$ cat config.mk
export PLATFORM = sky130hd
export DESIGN_NAME = serial_rc_frame_decoder_flat
export DESIGN_NICKNAME = d
export VERILOG_FILES = /design/src/hw/rtl/rcfd_pkg.sv /design/src/hw/rtl/rcfd_rx_if.sv /design/src/hw/rtl/rcfd_res_if.sv /design/src/hw/rtl/rcfd_cfg_if.sv /design/src/hw/rtl/rcfd_cfg_regs.sv /design/src/hw/rtl/rcfd_unpack.sv /design/src/hw/rtl/serial_rc_frame_decoder.sv /design/src/flat_wrapper.sv
export SDC_FILE = /design/constraint.sdc
export NUM_CORES = 1
export LEC_CHECK = 0
export BUFFER_PORTS_ARGS = -buffer_cell sky130_fd_sc_hd__buf_4
export CAP_MARGIN = 20
export CORE_MARGIN = 5
export CORE_UTILIZATION = 60
export DETAILED_ROUTE_END_ITERATION = 8
export PLACE_DENSITY = 0.82
export SLEW_MARGIN = 0
export SYNTH_ARGS = -nofsm -noshare
export SYNTH_HDL_FRONTEND = slang
export SYNTH_HIERARCHICAL = 1
export SYNTH_SLANG_ARGS = --single-unit
$ cat constraint.sdc
create_clock -name clk -period 3.7 [get_ports clk]
set_clock_uncertainty 0.15 [all_clocks]
set_input_delay 0.74 -clock clk [delete_from_list [all_inputs] [get_ports clk]]
set_output_delay 0.74 -clock clk [all_outputs]
set_load 0.05 [all_outputs]
$ cat src/hw/rtl/rcfd_pkg.sv
package rcfd_pkg;

  // frame layout
  localparam int NUM_CHANNELS    = 16;
  localparam int CHANNEL_WIDTH   = 11;
  localparam int PAYLOAD_LEN     = 23;
  localparam int CHAN_BYTES      = PAYLOAD_LEN - 1;
  localparam int STATUS_POSITION = PAYLOAD_LEN;
  localparam int END_POSITION    = PAYLOAD_LEN + 1;
  localparam int POS_WIDTH       = $clog2(END_POSITION + 1);
  localparam int ADDR_WIDTH      = $clog2(CHAN_BYTES);
  localparam int INDEX_WIDTH     = $clog2(NUM_CHANNELS);

  // bit accumulator of the unpack unit: fewer than one channel plus one byte
  localparam int ACC_WIDTH = CHANNEL_WIDTH - 1 + 8;
  localparam int CNT_WIDTH = $clog2(ACC_WIDTH + 1);

  // status bits and counter
  localparam int FRAME_LOST_BIT = 3;
  localparam int FAILSAFE_BIT   = 2;
  localparam logic [3:0] COUNT_MAX = 4'd15;

  // configuration port
  localparam int CFG_INDEX_WIDTH = 2;
  localparam int CFG_DATA_WIDTH  = 8;
  localparam logic [7:0] START_BYTE_RESET = 8'd15;
  localparam logic [7:0] END_BYTE_RESET   = 8'd0;
  localparam logic [3:0] BAD_LIMIT_RESET  = 4'd10;

  typedef enum logic [CFG_INDEX_WIDTH-1:0] {
    REG_START_BYTE = 2'd0,
    REG_END_BYTE   = 2'd1,
    REG_BAD_LIMIT  = 2'd2
  } reg_index_t;

  typedef struct packed {
    logic [7:0] start_byte;
    logic [7:0] end_byte;
    logic [3:0] bad_limit;
  } cfg_t;

  typedef struct packed {
    logic                  en;
    logic [ADDR_WIDTH-1:0] addr;
    logic [7:0]            data;
  } ram_wr_t;

  typedef struct packed {
    logic                     valid;
    logic [INDEX_WIDTH-1:0]   index;
    logic [CHANNEL_WIDTH-1:0] value;
    logic                     last;
  } chan_res_t;

  typedef enum logic {
    ST_RX,
    ST_UNPACK
  } top_state_t;

  typedef enum logic [1:0] {
    UP_IDLE,
    UP_READ,
    UP_MERGE,
    UP_EMIT
  } up_state_t;

endpackage

$ cat src/hw/rtl/rcfd_rx_if.sv
interface rcfd_rx_if;
  logic       valid;
  logic       ready;
  logic [7:0] rx_byte;

  modport source (output valid, output rx_byte, input ready);
  modport sink (input valid, input rx_byte, output ready);
endinterface

$ cat src/hw/rtl/rcfd_res_if.sv
interface rcfd_res_if import rcfd_pkg::*; ();
  logic                     valid;
  logic                     ready;
  logic [INDEX_WIDTH-1:0]   channel_index;
  logic [CHANNEL_WIDTH-1:0] channel_value;
  logic                     channel_ok;
  logic [7:0]               status_byte;
  logic                     frame_lost;
  logic                     failsafe;
  logic                     bad_connection;
  logic                     last;

  modport source (
    output valid, output channel_index, output channel_value, output channel_ok,
    output status_byte, output frame_lost, output failsafe, output bad_connection,
    output last, input ready
  );
  modport sink (
    input valid, input channel_index, input channel_value, input channel_ok,
    input status_byte, input frame_lost, input failsafe, input bad_connection,
    input last, output ready
  );
endinterface

$ cat src/hw/rtl/rcfd_cfg_if.sv
interface rcfd_cfg_if import rcfd_pkg::*; ();
  logic                       valid;
  logic                       ready;
  logic [CFG_INDEX_WIDTH-1:0] index;
  logic [CFG_DATA_WIDTH-1:0]  data;

  modport source (output valid, output index, output data, input ready);
  modport sink (input valid, input index, input data, output ready);
endinterface

$ cat src/hw/rtl/rcfd_cfg_regs.sv
module rcfd_cfg_regs import rcfd_pkg::*; (
  input  logic clk,
  input  logic rst,
  rcfd_cfg_if.sink cfg,
  output cfg_t regs
);

  // writes are always taken
  assign cfg.ready = 1'b1;

  // register file, unknown indexes are dropped
  always_ff @(posedge clk) begin
    if (rst) begin
      regs.start_byte <= START_BYTE_RESET;
      regs.end_byte   <= END_BYTE_RESET;
      regs.bad_limit  <= BAD_LIMIT_RESET;
    end else if (cfg.valid) begin
      unique case (cfg.index)
        REG_START_BYTE: regs.start_byte <= cfg.data[7:0];
        REG_END_BYTE:   regs.end_byte   <= cfg.data[7:0];
        REG_BAD_LIMIT:  regs.bad_limit  <= cfg.data[3:0];
        default: ;
      endcase
    end
  end

endmodule

$ cat src/hw/rtl/rcfd_unpack.sv
module rcfd_unpack import rcfd_pkg::*; (
  input  logic      clk,
  input  logic      rst,
  input  logic      start,
  input  ram_wr_t   wr,
  output chan_res_t res,
  input  logic      res_ready
);

  logic [7:0]             mem [CHAN_BYTES];
  logic [7:0]             rd_data;
  logic [ADDR_WIDTH:0]    rd_addr;
  logic [CNT_WIDTH-1:0]   cnt;
  logic [ACC_WIDTH-1:0]   acc;
  logic [INDEX_WIDTH-1:0] ch;
  up_state_t              state;
  up_state_t              state_next;
  logic                   last_ch;

  assign last_ch = ch == INDEX_WIDTH'(NUM_CHANNELS - 1);

  // payload memory, one write and one registered read
  always_ff @(posedge clk) begin
    if (wr.en) begin
      mem[wr.addr] <= wr.data;
    end
    if (state == UP_READ) begin
      rd_data <= mem[rd_addr[ADDR_WIDTH-1:0]];
    end
  end

  // sequencer next state
  always_comb begin
    state_next = state;
    unique case (state)
      UP_IDLE: begin
        if (start) state_next = UP_READ;
      end
      UP_READ: state_next = UP_MERGE;
      UP_MERGE: begin
        if ((cnt + CNT_WIDTH'(8)) >= CNT_WIDTH'(CHANNEL_WIDTH)) state_next = UP_EMIT;
        else state_next = UP_READ;
      end
      UP_EMIT: begin
        if (res_ready) begin
          if (last_ch) state_next = UP_IDLE;
          else if (cnt >= CNT_WIDTH'(2 * CHANNEL_WIDTH)) state_next = UP_EMIT;
          else state_next = UP_READ;
        end
      end
      default: state_next = UP_IDLE;
    endcase
  end

  // result outputs
  always_comb begin
    res.valid = state == UP_EMIT;
    res.index = ch;
    res.value = acc[CHANNEL_WIDTH-1:0];
    res.last  = last_ch;
  end

  // sequencer and counters
  always_ff @(posedge clk) begin
    if (rst) begin
      state   <= UP_IDLE;
      rd_addr <= '0;
      cnt     <= '0;
      ch      <= '0;
    end else begin
      state <= state_next;
      unique case (state)
        UP_IDLE: begin
          if (start) begin
            rd_addr <= '0;
            cnt     <= '0;
            ch      <= '0;
          end
        end
        UP_MERGE: begin
          cnt     <= cnt + CNT_WIDTH'(8);
          rd_addr <= rd_addr + (ADDR_WIDTH + 1)'(1);
        end
        UP_EMIT: begin
          if (res_ready) begin
            cnt <= cnt - CNT_WIDTH'(CHANNEL_WIDTH);
            ch  <= ch + INDEX_WIDTH'(1);
          end
        end
        default: ;
      endcase
    end
  end

  // shared shift unit: merge a byte above the held bits, drop a channel below
  always_ff @(posedge clk) begin
    unique case (state)
      UP_IDLE: begin
        if (start) acc <= '0;
      end
      UP_MERGE: acc <= acc | (ACC_WIDTH'(rd_data) << cnt);
      UP_EMIT: begin
        if (res_ready) acc <= acc >> CHANNEL_WIDTH;
      end
      default: ;
    endcase
  end

`ifndef SYNTH
  // a channel is shown only with all of its bits held
  a_emit_full: assert property (@(posedge clk) disable iff (rst)
    state == UP_EMIT |-> cnt >= CNT_WIDTH'(CHANNEL_WIDTH))
    else $error("channel emitted with too few bits");

  // a fetch never overflows the accumulator
  a_read_room: assert property (@(posedge clk) disable iff (rst)
    state == UP_READ |-> cnt < CNT_WIDTH'(CHANNEL_WIDTH))
    else $error("byte fetched with a full channel held");

  // the last channel uses up exactly the channel bytes
  a_last_addr: assert property (@(posedge clk) disable iff (rst)
    res.valid && res.last |-> rd_addr == (ADDR_WIDTH + 1)'(CHAN_BYTES))
    else $error("last channel at wrong byte address");
`endif

endmodule

$ cat src/hw/rtl/serial_rc_frame_decoder.sv
// Serial RC frame decoder. Bytes come in on rx, one transaction per byte. A
// frame whose end byte matches and whose status is nonzero gives one
// status-only result at once; a zero status gives 16 channel results, and
// the block then takes no byte until the last of them is loaded into the
// output register: the shared shift-and-merge unit reads the 22 channel
// bytes from the payload memory one at a time and shows each channel once
// all its bits are held, stalling while res is not ready. A closing byte is
// also held off while the previous result still waits on res. Registers:
// 0 start byte, 1 end byte, 2 bad-frame limit.
module serial_rc_frame_decoder import rcfd_pkg::*; (
  input logic clk,
  input logic rst,
  rcfd_rx_if.sink    rx,
  rcfd_res_if.source res,
  rcfd_cfg_if.sink   cfg
);

  cfg_t                     regs;
  top_state_t               state;
  top_state_t               state_next;
  logic [POS_WIDTH-1:0]     pos;
  logic [7:0]               status_shadow;
  logic [7:0]               last_status;
  logic [3:0]               bad_count;
  logic [3:0]               inc_count;
  logic [3:0]               new_count;
  ram_wr_t                  wr;
  chan_res_t                chan;
  logic                     chan_ready;
  logic                     unpack_start;
  logic                     in_fire;
  logic                     at_end;
  logic                     end_ok;
  logic                     good_frame;
  logic                     bad_frame;
  logic                     load_chan;
  logic                     out_valid;
  logic [INDEX_WIDTH-1:0]   out_index;
  logic [CHANNEL_WIDTH-1:0] out_value;
  logic                     out_ok;
  logic [7:0]               out_status;
  logic                     out_bad;
  logic                     out_last;

  rcfd_cfg_regs u_cfg (
    .clk  (clk),
    .rst  (rst),
    .cfg  (cfg),
    .regs (regs)
  );

  rcfd_unpack u_unpack (
    .clk       (clk),
    .rst       (rst),
    .start     (unpack_start),
    .wr        (wr),
    .res       (chan),
    .res_ready (chan_ready)
  );

  // frame decode
  assign in_fire    = rx.valid && rx.ready;
  assign at_end     = pos == POS_WIDTH'(END_POSITION);
  assign end_ok     = rx.rx_byte == regs.end_byte;
  assign good_frame = in_fire && at_end && end_ok && (status_shadow == 8'd0);
  assign bad_frame  = in_fire && at_end && end_ok && (status_shadow != 8'd0);
  assign load_chan  = chan.valid && chan_ready;

  // saturating bad-frame counter, clamped to the limit
  always_comb begin
    inc_count = (bad_count < COUNT_MAX) ? bad_count + 4'd1 : COUNT_MAX;
    new_count = (inc_count >= regs.bad_limit) ? regs.bad_limit : inc_count;
  end

  // next state
  always_comb begin
    state_next = state;
    unique case (state)
      ST_RX: begin
        if (good_frame) state_next = ST_UNPACK;
      end
      ST_UNPACK: begin
        if (load_chan && chan.last) state_next = ST_RX;
      end
      default: state_next = ST_RX;
    endcase
  end

  // control outputs
  always_comb begin
    rx.ready     = (state == ST_RX) && (!at_end || !out_valid);
    chan_ready   = (state == ST_UNPACK) && (!out_valid || res.ready);
    unpack_start = good_frame;
    wr.en        = in_fire && (pos != '0) && (pos < POS_WIDTH'(STATUS_POSITION));
    wr.addr      = ADDR_WIDTH'(pos - POS_WIDTH'(1));
    wr.data      = rx.rx_byte;
  end

  // byte position, status and counter
  always_ff @(posedge clk) begin
    if (rst) begin
      state       <= ST_RX;
      pos         <= '0;
      last_status <= 8'd0;
      bad_count   <= 4'd0;
    end else begin
      state <= state_next;
      if (in_fire) begin
        priority if (pos == '0) begin
          if (rx.rx_byte == regs.start_byte) pos <= POS_WIDTH'(1);
        end else if (at_end) begin
          pos <= '0;
          if (end_ok) begin
            last_status <= status_shadow;
            if (status_shadow == 8'd0) bad_count <= 4'd0;
            else bad_count <= new_count;
          end
        end else begin
          pos <= pos + POS_WIDTH'(1);
        end
      end
    end
  end

  // status slot of the payload
  always_ff @(posedge clk) begin
    if (in_fire && (pos == POS_WIDTH'(STATUS_POSITION))) begin
      status_shadow <= rx.rx_byte;
    end
  end

  // output register valid
  always_ff @(posedge clk) begin
    if (rst) begin
      out_valid <= 1'b0;
    end else if (bad_frame || load_chan) begin
      out_valid <= 1'b1;
    end else if (res.ready) begin
      out_valid <= 1'b0;
    end
  end

  // output register payload
  always_ff @(posedge clk) begin
    if (bad_frame) begin
      out_index  <= '0;
      out_value  <= '0;
      out_ok     <= 1'b0;
      out_status <= status_shadow;
      out_bad    <= new_count >= regs.bad_limit;
      out_last   <= 1'b1;
    end else if (load_chan) begin
      out_index  <= chan.index;
      out_value  <= chan.value;
      out_ok     <= 1'b1;
      out_status <= last_status;
      out_bad    <= bad_count >= regs.bad_limit;
      out_last   <= chan.last;
    end
  end

  assign res.valid          = out_valid;
  assign res.channel_index  = out_index;
  assign res.channel_value  = out_value;
  assign res.channel_ok     = out_ok;
  assign res.status_byte    = out_status;
  assign res.frame_lost     = out_status[FRAME_LOST_BIT];
  assign res.failsafe       = out_status[FAILSAFE_BIT];
  assign res.bad_connection = out_bad;
  assign res.last           = out_last;

`ifndef SYNTH
  // a closing byte is taken only with the output register empty
  a_end_empty: assert property (@(posedge clk) disable iff (rst)
    in_fire && at_end |-> !out_valid)
    else $error("closing byte taken over a pending result");

  // a bad-status frame shows its single result next cycle
  a_status_res: assert property (@(posedge clk) disable iff (rst)
    bad_frame |=> res.valid && res.last && !res.channel_ok)
    else $error("status-only result missing");

  // a good frame starts the unpack with the counter cleared
  a_good_start: assert property (@(posedge clk) disable iff (rst)
    good_frame |=> state == ST_UNPACK && bad_count == 4'd0)
    else $error("good frame did not start unpack");

  // unpacking only runs between frames
  a_unpack_pos: assert property (@(posedge clk) disable iff (rst)
    state == ST_UNPACK |-> pos == '0 && !rx.ready)
    else $error("byte position moved during unpack");
`endif

endmodule
$ cat src/flat_wrapper.sv
// flat-port wrapper written by rule: the top's interface ports become plain ports
module serial_rc_frame_decoder_flat import rcfd_pkg::*;
  (clk, rst, rx_valid, rx_rx_byte, rx_ready, res_valid, res_channel_index, res_channel_value, res_channel_ok, res_status_byte, res_frame_lost, res_failsafe, res_bad_connection, res_last, res_ready, cfg_valid, cfg_index, cfg_data, cfg_ready);
  rcfd_rx_if rx_i ();
  rcfd_res_if res_i ();
  rcfd_cfg_if cfg_i ();
  input logic clk;
  input logic rst;
  input wire logic [$bits(rx_i.valid)-1:0] rx_valid;
  input wire logic [$bits(rx_i.rx_byte)-1:0] rx_rx_byte;
  output wire logic [$bits(rx_i.ready)-1:0] rx_ready;
  output wire logic [$bits(res_i.valid)-1:0] res_valid;
  output wire logic [$bits(res_i.channel_index)-1:0] res_channel_index;
  output wire logic [$bits(res_i.channel_value)-1:0] res_channel_value;
  output wire logic [$bits(res_i.channel_ok)-1:0] res_channel_ok;
  output wire logic [$bits(res_i.status_byte)-1:0] res_status_byte;
  output wire logic [$bits(res_i.frame_lost)-1:0] res_frame_lost;
  output wire logic [$bits(res_i.failsafe)-1:0] res_failsafe;
  output wire logic [$bits(res_i.bad_connection)-1:0] res_bad_connection;
  output wire logic [$bits(res_i.last)-1:0] res_last;
  input wire logic [$bits(res_i.ready)-1:0] res_ready;
  input wire logic [$bits(cfg_i.valid)-1:0] cfg_valid;
  input wire logic [$bits(cfg_i.index)-1:0] cfg_index;
  input wire logic [$bits(cfg_i.data)-1:0] cfg_data;
  output wire logic [$bits(cfg_i.ready)-1:0] cfg_ready;
  assign rx_i.valid = rx_valid;
  assign rx_i.rx_byte = rx_rx_byte;
  assign rx_ready = rx_i.ready;
  assign res_valid = res_i.valid;
  assign res_channel_index = res_i.channel_index;
  assign res_channel_value = res_i.channel_value;
  assign res_channel_ok = res_i.channel_ok;
  assign res_status_byte = res_i.status_byte;
  assign res_frame_lost = res_i.frame_lost;
  assign res_failsafe = res_i.failsafe;
  assign res_bad_connection = res_i.bad_connection;
  assign res_last = res_i.last;
  assign res_i.ready = res_ready;
  assign cfg_i.valid = cfg_valid;
  assign cfg_i.index = cfg_index;
  assign cfg_i.data = cfg_data;
  assign cfg_ready = cfg_i.ready;
  serial_rc_frame_decoder u_core (.clk(clk), .rst(rst), .rx(rx_i), .res(res_i), .cfg(cfg_i));
endmodule
# Word level (Yosys, flattened, before mapping)
# Memories as Yosys holds them, arrays and structs flattened. A register that Yosys moved wholly into a read port is not among the register bits.
# Index checks and enable logic that the tools add are counted.
# op_classes
n_lt_le_gt_ge,7
muxes,34
addsub,7
bitwise,3
n_eq_ne,13
reduce_logical,37
n_shift,1
# op_table
operator,n
$pmux W18 S3,1
$mux W18,2
$mux W5,5
$mux W4,5
$or A18 B18 Y18,1
$shl A8 B5 Y18,1
$eq A8 B8 Y1,2
$mux W8,2
$pmux W5 S3,1
$ge A4 B4 Y1,3
$logic_and A1 B1 Y1,12
$pmux W6 S2,1
$reduce_and A2 Y1,6
$eq A5 B5 Y1 const B,2
$mux W2,5
$add A4 B1 Y4 const B,2
$logic_not A8 Y1,1
$mux W1,8
$pmux W2 S4,1
$pmux W4 S2,1
$reduce_bool A2 Y1,4
$reduce_bool A8 Y1,1
$add A6 B1 Y6 const B,1
$eq A2 B2 Y1 const B,3
other kinds (23),31
# totals
ram_bits,176
reg_bits,108
memories,1
word_cells,123
inputBits,23
out_inout_bits,31
# mem_list
name,depth,word_bits,read_ports,rd_clocked_by_memory_dff,wr,line_no,rtl
u_core.u_unpack.mem,22,8,1,1,1,rcfd_unpack.sv:10,logic [7:0] mem [CHAN_BYTES];

# Depth between registers and ports, before layout
# depth
ltp_word,10
ltp_mapped,15
ltp_nobuf,15

# Cells and area by module
# Netlist, hierarchy kept.
# by_module_without_submodules
module,cells_each,area_each_um2,instances,seq_area_each_um2
rcfd_unpack,603,9397.8,1,6386.1
serial_rc_frame_decoder,277,2715.1,1,1231.2
rcfd_cfg_regs,83,852.1,1,400.4

# Least setup slack after synthesis
# Ideal clock, no wire load.
# synth_path
path_type,register to register
from,reg u_core.pos[0]
to,mem u_core.u_unpack.mem[0][0] (enable)
path_stages_with_launch,10
required_ns,3.180
synth_period_minus_slack_ns,3.048
slack_ns,0.652
setup_time_ns,0.370
arrival_time_ns,2.528
n_path_buf,1
path_cell_list,dfxtp_1 inv_1 ha_1 and4b_2 a21oi_1 nand2_1 nor2_1 or3b_2 clkbuf_1 nor2_1
# synth_rtl
element,line_no,rtl
"start, declared",serial_rc_frame_decoder.sv:21,logic [POS_WIDTH-1:0] pos;
"start signal, assigned",serial_rc_frame_decoder.sv:119,pos <= pos + POS_WIDTH'(1);
"end, declared",rcfd_unpack.sv:10,

# Final worst setup path
# layout_path
from,reg u_core.bad_count[0]
to,"reg u_core.out_bad (netlist: u_core/res.bad_connection), data pin"
# layout_via
elab_chain_cells,6
elab_cells_between_ends,9
classes_between,add/sub: 1; order compare: 4; mux: 4
# layout_lines
element,line_no,rtl
"start, declared",serial_rc_frame_decoder.sv:24,logic [3:0] bad_count;
"start signal, assigned",serial_rc_frame_decoder.sv:116,else bad_count <= new_count;
$add A4 B1 Y4 / $lt A4 B4 Y1 (equally long branches),serial_rc_frame_decoder.sv:71,inc_count = (bad_count < COUNT_MAX) ? bad_count + 4'd1 : COUNT_MAX;
$mux W4,serial_rc_frame_decoder.sv:71,
$ge A4 B4 Y1,serial_rc_frame_decoder.sv:72,new_count = (inc_count >= regs.bad_limit) ? regs.bad_limit : inc_count;
$mux W4,serial_rc_frame_decoder.sv:72,
$ge A4 B4 Y1,serial_rc_frame_decoder.sv:150,out_bad <= new_count >= regs.bad_limit;
$mux W1 *,serial_rc_frame_decoder.sv:145,if (bad_frame) begin
"end signal, assigned",serial_rc_frame_decoder.sv:150,
"end signal, assigned",serial_rc_frame_decoder.sv:157,out_bad <= bad_count >= regs.bad_limit;
"end, declared",serial_rc_frame_decoder.sv:42,logic out_bad;
# Mark *: on every way between the ends. The rest lies on a longest branch, timed or not. The select of a mux whose other input is x is not followed.
# A chain may end at the register's enable or synchronous reset.

==> impl_metrics.ini <==
[cts]
cts_buffers = 28
clockBufferDepth = 3
cts.sinks = 291
cts_tree = yes
clk_pin_slew_ps = 60
cts.hold.buffers_added = 0
htree_levels = 1
cts_setup_buffers = 0
clk_latency_ps = 540
clk_root_buffer_cell = clkbuf_16
cts_resized = 0

[finish]
fin_util = 0.685
layout.nets = 1073
nFillCells = 1398
drive_above_1_share = 0.173
diodes = 0
areaGrowthSynthToFinish_pct = 11.8

[floorplan]
core_area_um2 = 21200
die_x_um = 157
die_area_um2 = 24600
io_pins = 54
die_y_um = 157
initial_core_util = 0.613
std_cell_rows = 53

[power_and_ir_drop]
p_comb_frac = 0.021
power_density_nw_per_um2 = 438
p_leak_nw = 4.89
power.internal_mw = 5.12
peakVddDrop_uv = 475
clkPwrFrac = 0.426
p_sw_mw = 1.24
power_mw = 6.35
sw_frac_of_total = 0.195
p_seq_frac = 0.553

[grt]
gr-usage-met1 = 0.295
grtUsageMet2 = 0.393
grt_max_degree = 63
grt_pass1_vias = 8120
gr-total-overflow = 0
grt_use_met3 = 0.0330
top_usage_layer = met2
track_usage = 0.227
antenna_found_initial = 0
grt_pass1_wl_um = 43700

[timing]
clock.fmax_mhz = 298
max_slew.worst_pin.slew_ps = 915
report.final.slew_viol_count = 0
post-route-min-period_ps = 3350
fin_tns_setup_ps = 0
rsz0062_at_grt = no
maxSlewHeadroom = 0.389
min_period_over_period = 0.906
hold_viol_final = 0
setup_viol = 0

[place]
io_buffers = 52
dp_hpwl_um = 18100
gp_congestion = 0.879

[synth]
synth_cell_type_count = 66
ys_top_cells_by_area = edfxtp_1, dfxtp_1, mux2i_1
syn_avg_cell_area_um2 = 13.5
synth_seq_cells = 291
yosys_warnings = 6
synth_edf_count = 219
synth-seq-area-share = 0.618
yosys.area.top_type = edfxtp_1
ys.flop_type = edfxtp_1
syn_area_um2 = 13000
synthArstFlopShare = 0
synth_cells = 963
syn-num-nets = 1014
yosysTopAreaCellShare = 0.507

[outcome]
outcome = finished, final reports clean

[setup_path]
critPathKind = register to register
cp_data_required_time_ps = 3830
crit_fanout = 5
reg2regPathDepth = 14
critPathArrivalTime_ps = 3490
endpoint_kind = register
start_kind = register
worstSetupStartpoint = u_core/bad_count[0]$_SDFFE_PP0P_
r2r_start = u_core/bad_count[0]$_SDFFE_PP0P_

[flow_run]
drv_cap = 0

[route]
drt-total-wl_um = 27800
initialDrtViolationCount = 795
viasPerCell = 6.11
dr.pass1.iters = 5
vias = 8048
routedWlPerCell_um = 21.1
drtAntennaViolNets = 0
drc = 0

[min_path]
hold_start = u_core/res.channel_value[9]$_SDFFE_PP0P_
hp-class = register to register
hold-path-cell-count = 2
==> flip-flops by register name, indices dropped and copies added (netlist names) <==
name,count
u_core/u_unpack/rd_data,8
u_core/res.channel_value,11
u_core/status_shadow,8
u_core/res.channel_ok,1
u_core/u_unpack/ch,4
u_core/res.last,1
u_core/u_unpack/rd_addr,5
u_core/res.valid,1
u_core/u_unpack/state,2
u_core/state,1
u_core/last_status,8
u_core/pos,5
u_core/bad_count,4
u_core/res.bad_connection,1
u_core/u_unpack/cnt,5
u_core/u_unpack/acc,18
u_core/res.status_byte,8
u_core/res.channel_index,4
u_core/u_cfg/regs,20
u_core/u_unpack/mem,176
==> path summary, 6_finish.rpt <==
check                                                   to  slack [ps]
setup / recovery       u_core/res.bad_connection$_DFFE_PP_         350
hold / removal    u_core/res.channel_value[9]$_SDFFE_PP0P_         300
setup reg to reg       u_core/res.bad_connection$_DFFE_PP_         350
hold reg to reg   u_core/res.channel_value[9]$_SDFFE_PP0P_         300
==> critical path, stage by stage (launching register included) <==
cell	delay (ps)
dfxtp_1	410
ha_1	230
nand3_1	110
nand2_1	120
inv_1	50
ha_1	250
nand2b_1	140
a2111oi_0	410
a21oi_1	170
mux2i_1	270
ha_1	270
o21ai_0	190
a21oi_1	100
nor2_1	120
a21oi_1	90
==> cells by family after synthesis <==
family | share of synthesized area
xor gates and xnor gates | 0.0149
and+or+nand+nor | 0.0989
AOI/OAI and AO/OA | 0.0755
adders and majority gates | 0.0270
DFF | 0.618
buffers and inverters | 0.0392
muxes | 0.126
other | 0.000289
==> cells in the final DEF (no fill, tap or decap), types with 6 or more instances in the layout <==
cell type and instances:
o22ai_1 18, nor2_1 67, inv_1 25, clkbuf_1 9
nor3_1 13, nand2b_1 29, buf_4 93, xnor2_1 20
mux2i_1 76, nor2b_1 6, mux4_1 9, a31oi_1 6
nand3b_1 11, nand3_1 15, nand2_1 65, mux2_2 13
o21ai_0 37, clkbuf_16 30, mux4_2 21, edfxtp_1 219
ha_1 28, a21oi_1 57, a22o_1 10, nor4_1 8
dfxtp_1 70
==> per-stage QoR <==
step / cell area (µm²) / worst slack, ps / cells / hold slack (ps)
after floorplan: 13000 / 652 / 963 / 305
after global placement: 13600 / 227 / 1267 / 293
after detailed placement: 13600 / 222 / 1267 / 298
after CTS: 14500 / 345 / 1318 / 302
after global routing: 14500 / 18.8 / 1318 / 329
final: 14500 / 347 / 1318 / 304
==> final cells by class <==
type,count,area [µm²],share of cell area
Clock inverter,11,77.6,0.00535
Sequential cell,291,8020,0.553
Tap cell,275,344,0.0237
Clock buffer,40,798,0.0551
Multi-Input combinational cell,581,4440,0.306
Timing Repair Buffer,94,718,0.0495
Inverter,26,97.6,0.00673
==> layer usage <==
layer  routed length (µm)  vias up
met5                    0        -
met4                  969        0
met3                 1690       66
met2                14200      325
met1                11000     3925
li1                     -     3732
==> cell usage after synthesis, types with 12 or more instances <==
master	n
inv_1	25
buf_4	19
nor2_1	67
buf_2	12
mux2i_1	76
dfxtp_1	72
o22ai_1	18
mux2_2	13
xnor2_1	20
nor3_1	13
nand3_1	15
clkbuf_1	24
o21ai_0	37
nand2b_1	29
mux4_2	21
ha_1	28
edfxtp_1	219
nand2_1	65
a21oi_1	57
==> power groups by stage <==
stage | logic [mW] | clock network [mW] | registers, mW
finish | 0.134 | 2.71 | 3.51
global route | 0.145 | 2.89 | 3.51
CTS | 0.134 | 2.75 | 3.51
detailed placement | 0.134 | 0 | 3.58
global placement | 0.130 | 0 | 3.58
floorplan | 0.0564 | 0 | 3.58
No activity file was read; power rests on OpenSTA's default activity.
